`src/hdl/kpi_ram.sv`:
```
// Generic single-port-write, single-port-read RAM with a registered read.
// Stands alone; used for the keyframe time and value tables.
module kpi_ram #(
  parameter int WIDTH = 32,
  parameter int DEPTH = 64,
  localparam int AW = (DEPTH > 1) ? $clog2(DEPTH) : 1
) (
  input  logic             clk,
  input  logic             wr_en,
  input  logic [AW-1:0]    wr_addr,
  input  logic [WIDTH-1:0] wr_data,
  input  logic [AW-1:0]    rd_addr,
  output logic [WIDTH-1:0] rd_data
);

  logic [WIDTH-1:0] mem_r [DEPTH];
  logic [WIDTH-1:0] rd_data_r;

  always_ff @(posedge clk) begin
    if (wr_en) begin
      mem_r[wr_addr] <= wr_data;
    end
    rd_data_r <= mem_r[rd_addr];
  end

  assign rd_data = rd_data_r;

endmodule

```
`config.mk`:
```
export PLATFORM = sky130hd
export DESIGN_NAME = kpi_ram
export DESIGN_NICKNAME = d
export VERILOG_FILES = /design/src/hdl/kpi_ram.sv
export SDC_FILE = /design/constraint.sdc
export NUM_CORES = 2
export LEC_CHECK = 0
export BUFFER_PORTS_ARGS = -buffer_cell sky130_fd_sc_hd__buf_2
export CORE_AREA = 5 5 450 452
export CTS_CLUSTER_DIAMETER = 50
export DETAILED_ROUTE_END_ITERATION = 10
export DIE_AREA = 0 0 455 457
export GPL_TIMING_DRIVEN = 1
export MAX_ROUTING_LAYER = met4
export SYNTH_ARGS = -nofsm -noshare
export SYNTH_HDL_FRONTEND = slang
export SYNTH_SLANG_ARGS = --single-unit
```
`constraint.sdc`:
```
create_clock -name clk -period 4.85 [get_ports clk]
set_input_delay 0.2425 -clock clk [delete_from_list [all_inputs] [get_ports clk]]
set_output_delay 0.2425 -clock clk [all_outputs]
set_load 0.1 [all_outputs]
```
Yosys cells after proc, flatten, opt, wreduce, memory -nomap -nowiden
Memory sizes are Yosys's and may differ from the RTL's. A register that Yosys moved wholly into a read port is not among the register bits.
Index checks and enable logic that the tools add are counted.
{ "classes": {"n_mux": 2} }
{ "ops": {"columns": ["operator", "n"], "rows": [
  ["2-to-1 mux 1 bit", 2]
]} }
{ "word_totals": {"regBits": 0, "ram_bits": 2048, "n_memories": 1, "elab_cells": 3, "output_inout_bits": 32, "input_bits": 46} }
{ "mem_list": {"columns": ["memory", "depth", "word_bits", "read_ports", "rd_clocked_by_memory_dff", "write_ports", "line_no", "source"], "rows": [
  ["mem_r", 64, 32, 1, 1, 1, "16", "logic [WIDTH-1:0] mem_r [DEPTH];"]
]} }

Depth between registers and ports, before layout
{ "depth": {"ltp_word": 2, "mapped_depth": 10, "ltp_nobuf": 5} }

Least setup slack after synthesis
OpenSTA, ideal clock, no wires.
{ "synth_path": {"path_type": "in2reg", "startpoint": "input port wr_addr[3]", "endpoint": "memory mem_r[48][0], enable pin", "path_buffers": 1, "setup_time_ps": 461, "required_ps": 4389, "setup_slack_ps": 1448, "stages": 4, "arrival_time_ps": 2941, "path_cell_list": "clkbuf_1 > nor2b_1 > nand4b_1 > nor3_1"} }
{ "synth_lines": {"columns": ["item", "line_no", "source"], "rows": [
  ["start, declared", "10", "input logic [AW-1:0] wr_addr,"],
  ["end, declared", "16", null]
]} }
No word-level cell before the write port.

==> metrics.md <==
| Metric | Value |
|---|---|
| FILL cells | 16,400 |
| Worst setup EP type | flop |
| Seq/Total Area, Yosys | around four fifths |
| P per Cell Area | between 400 and 500 nW/µm² |
| Setup TNS | 0 ns |
| Setup-failing EPs final | 0 |
| Max Cap Viol | 0 |
| Final ANT Viol Nets | 0 |
| DR WL/cell | 30.9 µm |
| Pin count of the biggest net entering global routing | 95 |
| DP Cell Count | 6,013 |
| Final Cell Area | approximately 90,000 µm² |
| Clock slew seen by the registers of the worst setup and hold paths | roughly 0.06 ns |
| Die Wd | around 460 µm |
| Total die area | between 200,000 and 250,000 µm² |
| Global-route wire length before repair | 283,000 µm |
| Synth unique cells | 34 |
| Least-Margin Pin Slew | 1.34 ns |
| Post-layout min period | roughly 2.6 ns |
| Post-CTS Hold Buffers | 1 |
| Cts repair resizes | 0 |
| Rows | around 160 |
| Startpoint Class | input pin |
| Die Y | ~460 µm |
| Detailed-route via count | 36,500 |
| Synthesized flop and latch total | between 2,000 and 2,500 |
| Syn nets | 3,370 |
| Outcome | finished, final reports clean |
| Total grt overflow | 0 |
| Mapped Area | 78,500 µm² |
| Fin nets | around 3,600 |
| Post-CTS Setup Bufs | 0 |
| RSZ-0062 raised after global routing | no |
| Worst-Skew Late Latency | roughly 0.86 ns |
| Hold Slack | roughly 0.066 ns |
| Number of vias per cell | 5.68 |
| Period Utilization, post-route | around 53% |
| Num Clock Sinks | around 2,100 |
| Ys Warns | 0 |
| Static leakage | around 28 nW |
| Peak supply drop | ~0.00035 V |
| Root Buffer | clkbuf_16 |
| Fraction of layout cells with a size suffix above 1 | between 30% and 40% |
| CTS Buf Count | 213 |
| Routability cong. | around 0.76 |
| Placed instance area | 83,100 µm² |
| Critical Path RT | 5.55 ns |
| DRC viols | 0 |
| Hold Path Class | input pin to flop |
| Relative max-transition margin | ~11% |
| DR pass1 iterations | 5 |
| Final Instance Count excl. Fillers | ~6,400 |
| Initial drt markers | 4,490 |
| DPL Wire Length | around 110,000 µm |
| Commonest non-fill, non-tap cell in the layout | edfxtp_1 |
| Maximum clock insertion buffer count | 3 |
| Total Wirelength | around 200,000 µm |
| Most frequent cells in the layout | edfxtp_1, mux4_2, clkbuf_16 |
| Fmax | roughly 390 MHz |
| Final hold viol count | 0 |
| Max-slew violations | 0 |
| Area grow syn2layout | 14.9% |
| Core Region | about 200,000 µm² |
| Vias in the first global route | ~37,000 |
| Syn avg cell area | around 24 µm² |
| Post-Syn Instances | around 3,300 |
| Maximum fanout along the worst path | 69 |
| H-tree lvl count | 4 |
| Clock skew | 0.0442 ns |
| Starting Density | between 30% and 40% |
| Crit Path Category | input pin to flop |
| Port Buffers | 77 |
| Tot GR Track Use | approximately a fifth |
| CTS tree | done |
| Initial antenna violation count | 17 |
| I/O pins | between 70 and 80 |
| Critical path data arrival time | 3.28 ns |
## path summary, 6_finish.rpt
path	from	end	slack (ns)	cells past startpoint
setup / recovery	rd_addr[1]	rd_data[6]	2.26	6
hold / removal	wr_data[22]	mem_r[2][22]	0.07	2
setup reg to reg	mem_r[11][6]	rd_data[6]	2.48	4
hold reg to reg	mem_r[12][20]	rd_data[20]	0.73	4
## cells in the mapped netlist
library cell	count	area, µm²
a21oi_1	62	310
a22oi_1	12	90.1
a311oi_1	8	70.1
a31oi_1	1	6.26
a41o_1	4	40.0
and2_1	2	12.5
and3_1	4	25.0
buf_1	21	78.8
buf_2	57	285
buf_4	25	188
buf_6	5	56.3
clkbuf_1	74	278
dfxtp_1	32	641
edfxtp_1	2048	61500
mux2i_1	93	931
mux4_2	544	12300
nand2_1	26	97.6
nand2b_1	8	50.1
nand3_1	5	25.0
nand3b_1	5	37.5
nand4_1	2	12.5
nand4b_1	1	8.76
nor2_1	137	514
nor2b_1	15	93.8
nor3_1	7	35.0
o221ai_1	27	236
o22ai_1	84	526
o32ai_1	4	35.0
or2_0	1	6.26
or2_1	1	6.26
or2_2	1	6.26
or3_1	3	18.8
or3b_1	2	17.5
or3b_2	3	26.3
## metrics by stage
step                total power, W  setup slack, ns  utilization, %
global placement            0.0225             1.31            41.9
global route                0.0396             2.23            45.5
CTS                         0.0388             2.23            45.5
floorplan                   0.0216             1.45               -
detailed placement          0.0225             1.32            41.9
finish                      0.0385             2.26            45.5
## registers in the layout (all words and copies together) (netlist names)
| name | flops |
|---|---|
| mem_r | 2048 |
| rd_data | 32 |
## report_power, final
| group | leakage [nW] | internal (W) | switching (W) | total (W) |
|---|---|---|---|---|
| registers | 18.7 | 0.0199 | 0.0000974 | 0.0200 |
| clock network | 3.46 | 0.00936 | 0.00706 | 0.0164 |
| logic | 5.76 | 0.000663 | 0.00138 | 0.00204 |
## critical path, stage by stage
cell	delay [ns]
buf_8	0.54
buf_4	0.56
mux4_2	0.39
mux4_2	0.51
o22ai_1	0.72
nor2_1	0.14
## layout make-up
class / instances / area [µm²] / area share, %
sequential: 2080 / 62100 / 68.9
multi-input combinational: 1062 / 16000 / 17.7
antenna: 16 / 40.0 / 0.0444
clock buffer: 266 / 5690 / 6.31
tap: 2656 / 3320 / 3.68
clock inverter: 136 / 1420 / 1.58
timing repair buffer: 216 / 1660 / 1.83
## kinds of logic after synthesis
logic type             Yosys count  synth area share, %
flip-flops                    2080                 79.1
multiplexers                   637                 16.8
AND/OR/NAND/NOR                223                 1.27
AO/OA/AOI/OAI                  202                 1.67
buffers and inverters          182                 1.13
## routing by layer
metal	vias up	track usage [%]	part of all wire, %
met2	1468	30.7	49
met5	-	-	0
met3	311	3.19	6.9
met4	0	5.24	2.5
li1	14800	-	-
met1	19900	27.1	41
Note: power is estimated with default switching activity, not from simulation.
